===== src/b24k_pkg.sv =====
// Shared types, constants and the character classifier for the base-24 key decoder.
// No dependencies; every other file of the block imports this package.
package b24k_pkg;

    // Key geometry and value layout
    localparam int unsigned KEY_LENGTH      = 25;
    localparam int unsigned VALUE_BYTES_DEF = 16;
    localparam int unsigned COUNT_W         = 5;
    localparam int unsigned DIGIT_W         = 5;
    localparam int unsigned N_FLAG_BIT      = 115;
    localparam int unsigned LOW_W           = 64;
    localparam int unsigned HIGH_W          = 52;
    localparam int unsigned OUT_DATA_W      = 120;
    localparam int unsigned STATUS_W        = 2;

    localparam logic [COUNT_W-1:0] COUNT_MAX = 5'd31;

    // Character codes the classifier tests for
    localparam logic [7:0] CHAR_DASH   = 8'h2D;
    localparam logic [7:0] CHAR_N      = 8'h4E;
    localparam logic [7:0] CHAR_LOW_A  = 8'h61;
    localparam logic [7:0] CHAR_LOW_Z  = 8'h7A;
    localparam logic [7:0] CASE_OFFSET = 8'h20;

    // What one key character means to the accumulator
    typedef enum logic [1:0] {
        KIND_SKIP,
        KIND_N,
        KIND_DIGIT,
        KIND_BAD
    } char_kind_t;

    typedef enum logic [STATUS_W-1:0] {
        STATUS_OK       = 2'd0,
        STATUS_LENGTH   = 2'd1,
        STATUS_BAD_CHAR = 2'd2
    } status_t;

    typedef struct packed {
        char_kind_t         kind;
        logic [DIGIT_W-1:0] digit;
    } char_class_t;

    // One classified beat as it waits in the queue
    typedef struct packed {
        char_kind_t         kind;
        logic [DIGIT_W-1:0] digit;
        logic               last;
    } char_entry_t;

    // Map a byte to its class; letters a..z are folded to upper case first
    function automatic char_class_t classify_char(input logic [7:0] raw);
        logic [7:0]  c;
        char_class_t res;
        c         = raw;
        res.kind  = KIND_DIGIT;
        res.digit = '0;
        if (raw >= CHAR_LOW_A && raw <= CHAR_LOW_Z) begin
            c = raw - CASE_OFFSET;
        end
        if (raw == CHAR_DASH) begin
            res.kind = KIND_SKIP;
        end else if (c == CHAR_N) begin
            res.kind = KIND_N;
        end else begin
            unique case (c)
                "B":     res.digit = 5'd0;
                "C":     res.digit = 5'd1;
                "D":     res.digit = 5'd2;
                "F":     res.digit = 5'd3;
                "G":     res.digit = 5'd4;
                "H":     res.digit = 5'd5;
                "J":     res.digit = 5'd6;
                "K":     res.digit = 5'd7;
                "M":     res.digit = 5'd8;
                "P":     res.digit = 5'd9;
                "Q":     res.digit = 5'd10;
                "R":     res.digit = 5'd11;
                "T":     res.digit = 5'd12;
                "V":     res.digit = 5'd13;
                "W":     res.digit = 5'd14;
                "X":     res.digit = 5'd15;
                "Y":     res.digit = 5'd16;
                "2":     res.digit = 5'd17;
                "3":     res.digit = 5'd18;
                "4":     res.digit = 5'd19;
                "6":     res.digit = 5'd20;
                "7":     res.digit = 5'd21;
                "8":     res.digit = 5'd22;
                "9":     res.digit = 5'd23;
                default: res.kind  = KIND_BAD;
            endcase
        end
        return res;
    endfunction

endpackage


===== src/b24k_front.sv =====
// Input side of the key decoder: takes key character beats and classifies them.
// Depends on b24k_pkg; feeds b24k_queue.
module b24k_front (
    input  logic                 s_tvalid,
    output logic                 s_tready,
    input  logic [7:0]           s_tdata,   // [7:0] key_char
    input  logic                 s_tlast,   // last_char
    input  logic                 q_full,
    output logic                 q_push,
    output b24k_pkg::char_entry_t q_entry
);
    import b24k_pkg::*;

    char_class_t cls;

    // Classify the incoming beat and push it whenever the queue has room
    always_comb
    begin
        cls           = classify_char(s_tdata);
        s_tready      = !q_full;
        q_push        = s_tvalid && !q_full;
        q_entry.kind  = cls.kind;
        q_entry.digit = cls.digit;
        q_entry.last  = s_tlast;
    end

endmodule


===== src/b24k_queue.sv =====
// Two-entry queue of classified characters between the front and back of the decoder.
// Depends on b24k_pkg for the entry type.
module b24k_queue (
    input  logic                  clk,
    input  logic                  rst_n,
    input  logic                  push,
    input  b24k_pkg::char_entry_t push_entry,
    output logic                  full,
    input  logic                  pop,
    output logic                  head_valid,
    output b24k_pkg::char_entry_t head_entry
);
    import b24k_pkg::*;

    char_entry_t slot_reg [2];
    logic        wr_ptr_reg, wr_ptr_next;
    logic        rd_ptr_reg, rd_ptr_next;
    logic [1:0]  count_reg, count_next;

    assign full       = (count_reg == 2'd2);
    assign head_valid = (count_reg != 2'd0);
    assign head_entry = slot_reg[rd_ptr_reg];

    // Advance pointers and occupancy
    always_comb
    begin
        wr_ptr_next = push ? ~wr_ptr_reg : wr_ptr_reg;
        rd_ptr_next = pop ? ~rd_ptr_reg : rd_ptr_reg;
        count_next  = count_reg;
        if (push && !pop) begin
            count_next = count_reg + 2'd1;
        end else if (pop && !push) begin
            count_next = count_reg - 2'd1;
        end
    end

    always_ff @(posedge clk or negedge rst_n)
    begin
        if (!rst_n) begin
            wr_ptr_reg <= 1'b0;
            rd_ptr_reg <= 1'b0;
            count_reg  <= 2'd0;
        end else begin
            wr_ptr_reg <= wr_ptr_next;
            rd_ptr_reg <= rd_ptr_next;
            count_reg  <= count_next;
        end
    end

    // Store the pushed beat
    always_ff @(posedge clk)
    begin
        if (push) begin
            slot_reg[wr_ptr_reg] <= push_entry;
        end
    end

    a_no_overflow: assert property (@(posedge clk) disable iff (!rst_n)
        count_reg != 2'd3)
        else $error("queue occupancy out of range");
    a_no_pop_empty: assert property (@(posedge clk) disable iff (!rst_n)
        pop |-> count_reg != 2'd0)
        else $error("pop from empty queue");
    a_ptr_track: assert property (@(posedge clk) disable iff (!rst_n)
        (count_reg == 2'd0 || count_reg == 2'd2) |-> wr_ptr_reg == rd_ptr_reg)
        else $error("queue pointers disagree with occupancy");

endmodule


===== src/b24k_back.sv =====
// Back end of the key decoder: base-24 accumulation, N marker, status and result register.
// Depends on b24k_pkg; takes beats from b24k_queue.
module b24k_back #(
    parameter int unsigned VALUE_BYTES = b24k_pkg::VALUE_BYTES_DEF
) (
    input  logic                                  clk,
    input  logic                                  rst_n,
    input  logic                                  head_valid,
    input  b24k_pkg::char_entry_t                 head_entry,
    output logic                                  pop,
    output logic                                  m_tvalid,
    input  logic                                  m_tready,
    output logic [b24k_pkg::OUT_DATA_W-1:0]       m_tdata,
    output logic [b24k_pkg::STATUS_W-1:0]         m_tuser
);
    import b24k_pkg::*;

    localparam int unsigned ACC_W = 8 * VALUE_BYTES;

    logic [ACC_W-1:0]   acc_reg, acc_next;
    logic [ACC_W-1:0]   radix_reg, radix_next;
    logic [COUNT_W-1:0] count_reg, count_next;
    logic               n_seen_reg, n_seen_next;
    logic               bad_reg, bad_next;
    logic               too_long_reg, too_long_next;
    logic               out_valid_reg, out_valid_next;
    logic [OUT_DATA_W-1:0] out_data_reg, out_data_next;
    status_t            out_status_reg, out_status_next;

    logic [ACC_W-1:0]         scaled;
    logic [ACC_W-1:0]         acc_x24;
    logic [ACC_W-1:0]         radix_x24;
    logic [ACC_W-1:0]         value;
    status_t                  status;
    logic                     counted;

    // Take a beat unless it ends a key and the result register is still held
    assign pop = head_valid && (!head_entry.last || !out_valid_reg || m_tready);

    assign acc_x24   = {acc_reg[ACC_W-5:0], 4'b0} + {acc_reg[ACC_W-4:0], 3'b0};
    assign radix_x24 = {radix_reg[ACC_W-5:0], 4'b0} + {radix_reg[ACC_W-4:0], 3'b0};
    assign counted   = (head_entry.kind != KIND_SKIP);

    // Scale the radix power by the character count, one shifted add per count bit
    always_comb
    begin
        scaled = '0;
        for (int i = 0; i < COUNT_W; i++)
        begin
            if (count_reg[i]) begin
                scaled = scaled + (radix_reg << i);
            end
        end
    end

    always_comb
    begin
        acc_next        = acc_reg;
        radix_next      = radix_reg;
        count_next      = count_reg;
        n_seen_next     = n_seen_reg;
        bad_next        = bad_reg;
        too_long_next   = too_long_reg;
        out_valid_next  = out_valid_reg && !m_tready;
        out_data_next   = out_data_reg;
        out_status_next = out_status_reg;
        value           = '0;
        status          = STATUS_OK;

        // Accumulate one counted character
        if (pop && counted) begin
            if (count_reg == COUNT_MAX) begin
                too_long_next = 1'b1;
            end else begin
                if (head_entry.kind == KIND_N && !n_seen_reg) begin
                    n_seen_next = 1'b1;
                    acc_next    = acc_reg + scaled;
                end else if (head_entry.kind == KIND_DIGIT) begin
                    acc_next = acc_x24 + {{(ACC_W-DIGIT_W){1'b0}}, head_entry.digit};
                end else begin
                    bad_next = 1'b1;
                end
                radix_next = radix_x24;
                count_next = count_reg + 5'd1;
            end
        end

        // Close the key: grade it, load the result, clear state
        if (pop && head_entry.last) begin
            if (too_long_next || count_next != COUNT_W'(KEY_LENGTH)) begin
                status = STATUS_LENGTH;
            end else if (bad_next) begin
                status = STATUS_BAD_CHAR;
            end else begin
                status = STATUS_OK;
            end
            value             = acc_next;
            value[N_FLAG_BIT] = acc_next[N_FLAG_BIT] | n_seen_next;
            if (status == STATUS_OK) begin
                out_data_next = {3'b0, n_seen_next, value[N_FLAG_BIT:0]};
            end else begin
                out_data_next = '0;
            end
            out_status_next = status;
            out_valid_next  = 1'b1;
            acc_next        = '0;
            radix_next      = {{(ACC_W-1){1'b0}}, 1'b1};
            count_next      = '0;
            n_seen_next     = 1'b0;
            bad_next        = 1'b0;
            too_long_next   = 1'b0;
        end
    end

    always_ff @(posedge clk or negedge rst_n)
    begin
        if (!rst_n) begin
            acc_reg       <= '0;
            radix_reg     <= {{(ACC_W-1){1'b0}}, 1'b1};
            count_reg     <= '0;
            n_seen_reg    <= 1'b0;
            bad_reg       <= 1'b0;
            too_long_reg  <= 1'b0;
            out_valid_reg <= 1'b0;
        end else begin
            acc_reg       <= acc_next;
            radix_reg     <= radix_next;
            count_reg     <= count_next;
            n_seen_reg    <= n_seen_next;
            bad_reg       <= bad_next;
            too_long_reg  <= too_long_next;
            out_valid_reg <= out_valid_next;
        end
    end

    // Result payload
    always_ff @(posedge clk)
    begin
        out_data_reg   <= out_data_next;
        out_status_reg <= out_status_next;
    end

    assign m_tvalid = out_valid_reg;
    assign m_tdata  = out_data_reg;
    assign m_tuser  = out_status_reg;

    a_clear_after_last: assert property (@(posedge clk) disable iff (!rst_n)
        pop && head_entry.last |=> count_reg == '0 && !n_seen_reg && !too_long_reg)
        else $error("key state not cleared after last beat");
    a_count_step: assert property (@(posedge clk) disable iff (!rst_n)
        !(pop && head_entry.last) && count_reg != COUNT_MAX |=>
            count_reg == $past(count_reg) || count_reg == $past(count_reg) + 5'd1)
        else $error("character count jumped");
    a_flag_matches: assert property (@(posedge clk) disable iff (!rst_n)
        m_tvalid && m_tuser == STATUS_OK |-> m_tdata[N_FLAG_BIT] == m_tdata[N_FLAG_BIT+1])
        else $error("N flag bit and had_n disagree");
    a_error_zero: assert property (@(posedge clk) disable iff (!rst_n)
        m_tvalid && m_tuser != STATUS_OK |-> m_tdata == '0)
        else $error("error result carries a value");

endmodule


===== src/base24_key_to_binary.sv =====
// Top level of the base-24 product key decoder: front classifier, queue and accumulator.
// Depends on b24k_pkg, b24k_front, b24k_queue and b24k_back.
//
// Usage:
//   Input stream: one key character per beat, ASCII in s_tdata[7:0], s_tlast on
//   the final character of a key. Dashes are skipped, a..z fold to upper case.
//   Output stream: one result beat per key, issued for the beat carrying s_tlast.
//   m_tdata holds the decoded value (bits 115..0, bit 115 set when an N was seen)
//   and had_n; m_tuser holds the status (ok, wrong length, invalid character).
//   An error result carries an all-zero m_tdata.
// Throughput: one character per cycle, sustained, across key boundaries, unless a
//   last beat waits on a result register held by low m_tready. Per character the back
//   end computes two multiplies by 24 and one radix-by-count product, combinationally.
// Result path: with the queue empty ahead of it, the last character accepted is first
//   stored in the queue, then graded into the result register that drives m_tvalid.
// Stalls: the result register holds while m_tready is low; characters of the next
//   key keep flowing until a further last beat needs the register, then the
//   two-entry queue fills and s_tready drops.
// Reset: rst_n clears the accumulator, counters and flags, empties the queue and
//   drops m_tvalid; the empty queue leaves s_tready high, so characters are accepted after reset.
module base24_key_to_binary #(
    parameter int unsigned VALUE_BYTES = b24k_pkg::VALUE_BYTES_DEF
) (
    input  logic                                clk,
    input  logic                                rst_n,
    input  logic                                s_tvalid,
    output logic                                s_tready,
    input  logic [7:0]                          s_tdata,   // [7:0] key_char
    input  logic                                s_tlast,   // last_char
    output logic                                m_tvalid,
    input  logic                                m_tready,
    // [63:0] value_low, [115:64] value_high, [116] had_n, [119:117] zero
    output logic [b24k_pkg::OUT_DATA_W-1:0]     m_tdata,
    output logic [b24k_pkg::STATUS_W-1:0]       m_tuser    // [1:0] status
);
    import b24k_pkg::*;

    logic        q_full;
    logic        q_push;
    char_entry_t q_in;
    logic        q_pop;
    logic        q_valid;
    char_entry_t q_head;

    // Classify incoming beats
    b24k_front u_front (
        .s_tvalid (s_tvalid),
        .s_tready (s_tready),
        .s_tdata  (s_tdata),
        .s_tlast  (s_tlast),
        .q_full   (q_full),
        .q_push   (q_push),
        .q_entry  (q_in)
    );

    // Decouple front and back
    b24k_queue u_queue (
        .clk        (clk),
        .rst_n      (rst_n),
        .push       (q_push),
        .push_entry (q_in),
        .full       (q_full),
        .pop        (q_pop),
        .head_valid (q_valid),
        .head_entry (q_head)
    );

    // Accumulate and deliver results
    b24k_back #(
        .VALUE_BYTES (VALUE_BYTES)
    ) u_back (
        .clk        (clk),
        .rst_n      (rst_n),
        .head_valid (q_valid),
        .head_entry (q_head),
        .pop        (q_pop),
        .m_tvalid   (m_tvalid),
        .m_tready   (m_tready),
        .m_tdata    (m_tdata),
        .m_tuser    (m_tuser)
    );

endmodule

===== config.mk =====
export PLATFORM = sky130hd
export DESIGN_NAME = base24_key_to_binary
export DESIGN_NICKNAME = d
export VERILOG_FILES = /design/src/b24k_pkg.sv /design/src/b24k_front.sv /design/src/b24k_queue.sv /design/src/b24k_back.sv /design/src/base24_key_to_binary.sv
export SDC_FILE = /design/constraint.sdc
export NUM_CORES = 2
export LEC_CHECK = 0
export ABC_CLOCK_PERIOD_IN_PS = 21900
export BUFFER_PORTS_ARGS = -buffer_cell sky130_fd_sc_hd__buf_2
export CORE_UTILIZATION = 38
export DETAILED_ROUTE_END_ITERATION = 10
export SYNTH_ARGS = -nofsm -noshare
export SYNTH_HDL_FRONTEND = slang
export SYNTH_HIERARCHICAL = 1
export SYNTH_SLANG_ARGS = --single-unit

===== constraint.sdc =====
create_clock -name clk -period 21.9 [get_ports clk]
set_input_delay 1.095 -clock clk [delete_from_list [all_inputs] [get_ports clk]]
set_output_delay 1.095 -clock clk [all_outputs]
set_load 0.1 [all_outputs]

After elaboration in Yosys (flattened, before gate mapping)
Memory sizes are Yosys's and may differ from the RTL's. Index checks and enable logic that the tools add are counted.

Memory bits (writable): 16. Word-level logic and storage cells: 135. Output and inout bits: 124. Bits in registers: 391. Memories: 1.

Memory list: u_queue.slot_reg (words 2, width 8, read ports 1, clocked after memory_dff 0, wr ports 1, RTL line b24k_queue.sv:15) `char_entry_t slot_reg [2];`.

$lt $le $gt $ge: 2. Muxes and demuxes: 43. Bitwise operators: 3. $add $sub $neg: 12. Equal/unequal tests: 32. Reductions and logical operators: 28.

Operators with widths (number): $mux W128 (13); $add A128 B128 Y128 (7); $eq A8 B7 Y1 const B (18); $add A128 B5 Y128 (1); $pmux W5 S23 (1); $eq A8 B6 Y1 const B (8); $mux W5 (5); $reduce_or A24 Y1 (1); $mux W1 (16); $mux W2 (7); $logic_and A1 B1 Y1 (9); $ge A8 B7 Y1 const B (1); $le A8 B7 Y1 const B (1); $mux W8 (1); $reduce_bool A2 Y1 (4); $sub A8 B6 Y8 const B (1); $logic_not A1 Y1 (7); $add A5 B1 Y5 const B (1); $eq A5 B5 Y1 const B (1); $ne A5 B5 Y1 const B (1); $eq A2 B2 Y1 const B (2); $logic_or A1 B1 Y1 (3); $reduce_and A3 Y1 (1); $reduce_bool A3 Y1 (1); other kinds (8) (9).

Longest topological paths before layout
Word-level depth: 14. Gate-level depth with buffers: 86. Mapped depth without buffers: 73.

Modules after synthesis
Netlist, hierarchy kept.

By module, submodules not included: b24k_back (instances 1, sequential area each 9455.3 sq um, cells an instance 9067, area each 66033.3 sq um); b24k_queue (instances 1, sequential area each 580.6 sq um, cells an instance 41, area each 803.3 sq um); b24k_front (instances 1, sequential area each 0.0 sq um, cells an instance 88, area each 589.3 sq um).

Worst setup path after synthesis
No wires, ideal clock.

Path type: register -> register. Start: reg u_back.count_reg[0]. End: reg u_back.acc_reg[115]. Data arrival time: 15.463 ns. Cell stages (with the launch flop): 80. Required time: 21.771 ns. Setup time: 0.129 ns. Path slack: 6.309 ns. Cells stage by stage: dfrtp_1 buf_4 buf_6 buf_2 buf_4 clkbuf_1 clkbuf_1 clkbuf_1 clkbuf_1 clkbuf_1 clkbuf_1 nand2_1 inv_1 ha_1 nand2_1 nor2_1 a31oi_1 o21ai_0 (+44 left out) xnor2_1 a221o_1 ha_1 a21oi_1 o21ai_0 a21o_1 a21oi_1 o21ai_0 a21o_1 a21o_1 a21o_1 a31oi_1 o21ai_0 a21oi_1 xnor3_1 and3_1 o21ai_1 a21oi_1.

Word-level cells in the longest chain between the ends: 14. Elaborated cells on any way between the ends: 15.

Ends and longest elaborated chain: from (decl) (RTL line b24k_back.sv:22) `logic [COUNT_W-1:0] count_reg, count_next;`; from (signal assigned) (RTL line b24k_back.sv:128) `count_reg <= count_next;`; $mux W128 (RTL line b24k_back.sv:50) `if (count_reg[i]) begin`; $add A128 B128 Y128 (RTL line b24k_back.sv:51) `scaled = scaled + (radix_reg << i);`; $mux W128 (RTL line b24k_back.sv:50); $add A128 B128 Y128 (RTL line b24k_back.sv:51); $mux W128 (RTL line b24k_back.sv:50); $add A128 B128 Y128 (RTL line b24k_back.sv:51); $mux W128 (RTL line b24k_back.sv:50); $add A128 B128 Y128 (RTL line b24k_back.sv:51); $mux W128 (RTL line b24k_back.sv:50); $add A128 B128 Y128 (RTL line b24k_back.sv:77) `acc_next = acc_reg + scaled;`; $mux W128 (RTL line b24k_back.sv:75) `if (head_entry.kind == KIND_N && !n_seen_reg) begin`; $mux W128 (*) (RTL line b24k_back.sv:72) `if (count_reg == COUNT_MAX) begin`; $mux W128 (*) (RTL line b24k_back.sv:71) `if (pop && counted) begin`; $mux W128 (*) (RTL line b24k_back.sv:89) `if (pop && head_entry.last) begin`; named net u_back.acc_next[115] (RTL line b24k_back.sv:20) `logic [ACC_W-1:0] acc_reg, acc_next;`; to (signal assigned) (RTL line b24k_back.sv:126) `acc_reg <= acc_next;`; to (decl) (RTL line b24k_back.sv:20).

Mark *: on every way through the listed nets, which the timed path passes. The rest lies on a longest branch. The select of a mux whose other input is x is not followed. A chain may end at the register's enable or synchronous reset.

Worst setup path after layout
Start: reg u_back.count_reg[0]. End: reg u_back.out_data_reg[112] (netlist: u_back/m_tdata[112]) (data pin).

Word-level cells in the longest chain between the ends: 13. Elaborated cells on any way between the ends: 27.

Ends and longest elaborated chain: $mux W128 (RTL line b24k_back.sv:50); $add A128 B128 Y128 (RTL line b24k_back.sv:51); $mux W128 (RTL line b24k_back.sv:50); $add A128 B128 Y128 (RTL line b24k_back.sv:51); $mux W128 (RTL line b24k_back.sv:50); $add A128 B128 Y128 (RTL line b24k_back.sv:51); $mux W128 (RTL line b24k_back.sv:50); $add A128 B128 Y128 (RTL line b24k_back.sv:51); $mux W128 (RTL line b24k_back.sv:50); $add A128 B128 Y128 (RTL line b24k_back.sv:77); $mux W128 (RTL line b24k_back.sv:75); $mux W128 (RTL line b24k_back.sv:72); $mux W128 (RTL line b24k_back.sv:71); to (signal assigned) (RTL line b24k_back.sv:139) `out_data_reg <= out_data_next;`; to (decl) (RTL line b24k_back.sv:27) `logic [OUT_DATA_W-1:0] out_data_reg, out_data_next;`.

Parallel ways exist; a longest one is shown, timed or not. The select of a mux whose other input is x is not followed.

==> results.md <==
Outcome:
- The flow ran to the end, and the final reports show no timing, DRC or antenna violations.

Timing:
- The remaining max-slew budget at the tightest pin is 23.77%.
- The hold violation total from the final report is 0.
- The worst path meets setup with 4675 ps of slack.
- For the pin with the worst max-slew slack, the measured transition is 1143 ps.
- Setup repair after global routing left no endpoint under its margin.
- The final cycle utilization of the critical path is 78.65%.
- The worst path in the final design needs a cycle of 17,230 ps, including I/O delays and setup.
- Setup total negative slack on the finished layout was measured at 0 ps.
- The final max-slew violation count is 0.
- The count of endpoints failing setup in the final report is 0.
- For this run, the top clock speed supported by timing is 58.05 MHz.
- The final worst clock skew is 43.45 ps.

GRT:
- The via count of the first global-routing pass is 64,082.
- The number of antenna violations at the first check in global routing was 0.
- After global routing the overflow that remains totals 0.
- The first-pass GRT wire length is 360.7 mm.
- The pin count of the biggest net entering global routing is 96.
- The global routing usage summed across all routing layers is 24.76%.

Yosys:
- The number of flops mapped to enable cells by yosys is 135.
- The mapped netlist covers 0.06743 mm².
- In the synthesized netlist, the number of instances is 9,196.
- The number of register bits inferred by synthesis is 374.
- The sequential fraction of the synthesis area is 14.88%.
- In this run the mean area of a mapped cell was 7.332 µm².
- The top cell type by area accounts for 16.22% of the synthesized area.
- The most used standard cell by instance count after synthesis is sky130_fd_sc_hd__a21oi_1.
- Counting flops with an async set or reset pin after synthesis yields a share of 63.90%.
- Sorting the synthesized cells by how often they occur yields 1,230 x sky130_fd_sc_hd__a21oi_1, 887 x sky130_fd_sc_hd__nand2_1, 874 x sky130_fd_sc_hd__ha_1.
- The biggest area contributor in the post-synthesis netlist is sky130_fd_sc_hd__ha_1.
- Yosys attributes the largest share of cell area to sky130_fd_sc_hd__ha_1 16%, sky130_fd_sc_hd__a21oi_1 9.1%, sky130_fd_sc_hd__dfrtp_1 8.8%.
- For this run, the leading register cell type out of synthesis is sky130_fd_sc_hd__dfrtp_1.
- The number of warning messages in the yosys log is 6.
- Yosys mapped the design onto 110 distinct sky130hd cell types.

Floorplan:
- The region available for standard cell placement spans 0.1761 mm².
- The die area is 0.1791 mm².
- Once the floorplan was initialized, standard cells occupied 38.29% of the core.
- For this design the top-level I/O count stands at 137.
- From bottom edge to top edge, the die measures 423.2 µm.
- The die is 423.2 µm wide.
- The site row count is 154.

Finish:
- The register with the most flip-flops in the layout has 117 of them.
- The number of antenna repair diodes is 0.
- The non-filler instance count after layout is 11,285.
- The area growth from synthesis to layout is 5.398%.
- The area of all placed cells without fillers is 0.07107 mm².
- The fraction of layout cells with a size suffix above 1 is 6.216%.
- For this run, the post-layout net count is 9,797.

Drt:
- The routed layout has 68,565 vias.
- In this run, the number of DRC markers left after iteration 0 of detailed routing was 7,015.
- The first-pass detailed-route iteration total is 6.
- The detail route stage leaves a number of antenna-violating nets equal to 0.
- The final routed wire length divided by cell count is 20.56 µm.
- The average vias per placed instance is 6.076.
- The wire length reported by the detailed router is 232.0 mm.
- After detailed routing, the number of remaining DRC violations is 0.

Power and ir drop:
- Combinational logic burns 77.9% of the power.
- The power density over the cells is 152.5 mW/mm².
- The maximum resistive drop on vdd is 0.0001415 V.
- Cell internal power was estimated by the tool at 0.004315 W.
- The analysis attributes to cell leakage a power of 33.78 nW.
- In this run the power spent charging and discharging nets is 0.006521 W.
- Sequential cells account for 14.5% of the total power.
- Net switching is 60.18% of the power.
- Per report_power, the clock group accounts for 7.6% of the total.

Placement:
- The count of buffers added on input and output ports is 133.
- The cell area reported after detailed placement is 0.06945 mm².
- The instance count after placement with tap cells included is 11,197.
- The global placement routability congestion is 0.9752.
- The total half-perimeter wirelength after legalization and detailed placement is 183.7 mm.
- OpenSTA, run right after detailed placement, puts the worst setup slack at 4771 ps.

Critical path:
- STA classifies the critical path startpoint as a flop.
- Along the worst path, the maximum fanout reaches 66.
- The library cell appearing most often on the critical path is sky130_fd_sc_hd__a21oi_1.
- The data required time of the worst path is 22,300 ps.
- The class of the most critical setup path is reg2reg.
- Data on the critical path arrives at its endpoint at 17,630 ps.
- STA classifies the critical path endpoint as a flop.
- The number of buffers and inverters on the critical path is 3.
- The cell class contributing the biggest share of worst-path delay is compound AO/OA/AOI/OAI gates.
- The master of the slowest instance on the critical path is sky130_fd_sc_hd__nor4_1.
- On the worst path, the slowest cell contributes a delay of 870 ps.

Clock network:
- Clock latency on the worst-skew pair, taken at its later pin, is 690 ps.
- The CTS tree is yes.
- The count of cells resized by post-cts repair is 0.
- The buffer count from post-CTS setup fixing is 0.
- In this run the clock root is driven by a sky130_fd_sc_hd__clkbuf_16.
- The H-tree was split into 2 levels.
- The CTS buffer count is 47.
- Clock-pin slew was measured on the worst setup and hold paths at 60 ps.
- Buffers inserted to repair hold after CTS numbered 0.
- In this run the deepest clock path goes through 3 buffers.
- Counting every sink on the clock net gives 374.

Hold path:
- The worst hold path class is reg2reg.

Job:
- The number of max-cap violations is 0.
metrics by stage:
step	hold WS (ps)	total power [W]	util, %
6_report	480.1	0.01084	40.35
5_1_grt	498.7	0.01165	40.35
4_1_cts	483.6	0.01067	40.35
3_5_place_dp	471.9	0.009778	39.43
3_3_place_gp	469.4	0.009738	39.43
2_1_floorplan	449.1	0.007684	-
power by group through the flow:
stage | logic, W | registers (W) | clock network, W
2_1_floorplan | 0.00582 | 0.00186 | 0
3_3_place_gp | 0.00818 | 0.00155 | 0
3_5_place_dp | 0.00822 | 0.00156 | 0
4_1_cts | 0.00827 | 0.00155 | 0.000853
5_1_grt | 0.00918 | 0.00160 | 0.000870
6_report | 0.00844 | 0.00157 | 0.000827
worst paths after layout:
| kind | startpoint | to | slack (ps) | cells after the start |
|---|---|---|---|---|
| worst max-delay path | u_back/count_reg[0] | u_back/m_tdata[112] | 4670 | 61 |
| worst min-delay path | u_queue/count_reg[1] | u_queue/count_reg[1] | 480 | 1 |
| worst max register to register | u_back/count_reg[0] | u_back/m_tdata[112] | 4670 | 61 |
| worst min register to register | u_queue/count_reg[1] | u_queue/count_reg[1] | 480 | 1 |
| max in group asynchronous | rst_n | u_queue/rd_ptr_reg | 19490 | 3 |
| min in group asynchronous | rst_n | u_back/radix_reg[47] | 490 | 1 |
metal layers:
metal	vias up	GRT usage [%]	wire length, µm
met3	286	2.694	17270
met2	2595	36.23	94250
li1	33218	-	-
met5	-	0	0
met1	32466	37.74	114100
met4	0	6.625	6331
cell type report:
class / count / area [µm²]
Inverter: 315 / 1190
Fill cell: 18343 / 105000
Clock inverter: 29 / 300.3
Tap cell: 2340 / 2928
Timing Repair Buffer: 183 / 1051
Clock buffer: 59 / 1315
Sequential cell: 374 / 10050
Multi-Input combinational cell: 7985 / 54230
cell usage in the layout (no fill, tap or decap), types with 89 or more instances in the layout:
| master | instances |
|---|---|
| sky130_fd_sc_hd__dfrtp_1 | 233 |
| sky130_fd_sc_hd__buf_2 | 132 |
| sky130_fd_sc_hd__xor2_1 | 285 |
| sky130_fd_sc_hd__mux2_2 | 182 |
| sky130_fd_sc_hd__a31oi_1 | 89 |
| sky130_fd_sc_hd__xnor2_1 | 450 |
| sky130_fd_sc_hd__a21o_1 | 533 |
| sky130_fd_sc_hd__nand2b_1 | 92 |
| sky130_fd_sc_hd__nand2_1 | 885 |
| sky130_fd_sc_hd__o22ai_1 | 103 |
| sky130_fd_sc_hd__nor2_1 | 763 |
| sky130_fd_sc_hd__o21ai_0 | 549 |
| sky130_fd_sc_hd__ha_1 | 874 |
| sky130_fd_sc_hd__a21oi_1 | 1229 |
| sky130_fd_sc_hd__o21bai_1 | 182 |
| sky130_fd_sc_hd__nand3_1 | 140 |
| sky130_fd_sc_hd__nand4_1 | 252 |
| sky130_fd_sc_hd__and2_1 | 158 |
| sky130_fd_sc_hd__inv_1 | 313 |
| sky130_fd_sc_hd__nor3_1 | 144 |
| sky130_fd_sc_hd__edfxtp_1 | 135 |
kinds of logic after synthesis:
logic type                 after synthesis  share of synthesized area [%]
other                                    1                       0.005562
muxes                                  222                          3.706
adders and majority gates              881                          16.38
xor gates and xnor gates               736                          9.581
DFF                                    374                          14.88
and+or+nand+nor                       2810                          19.84
buffers and inverters                  840                          4.799
AOI/OAI and AO/OA                     3332                          30.81
Note: power is estimated with default switching activity, not from simulation.
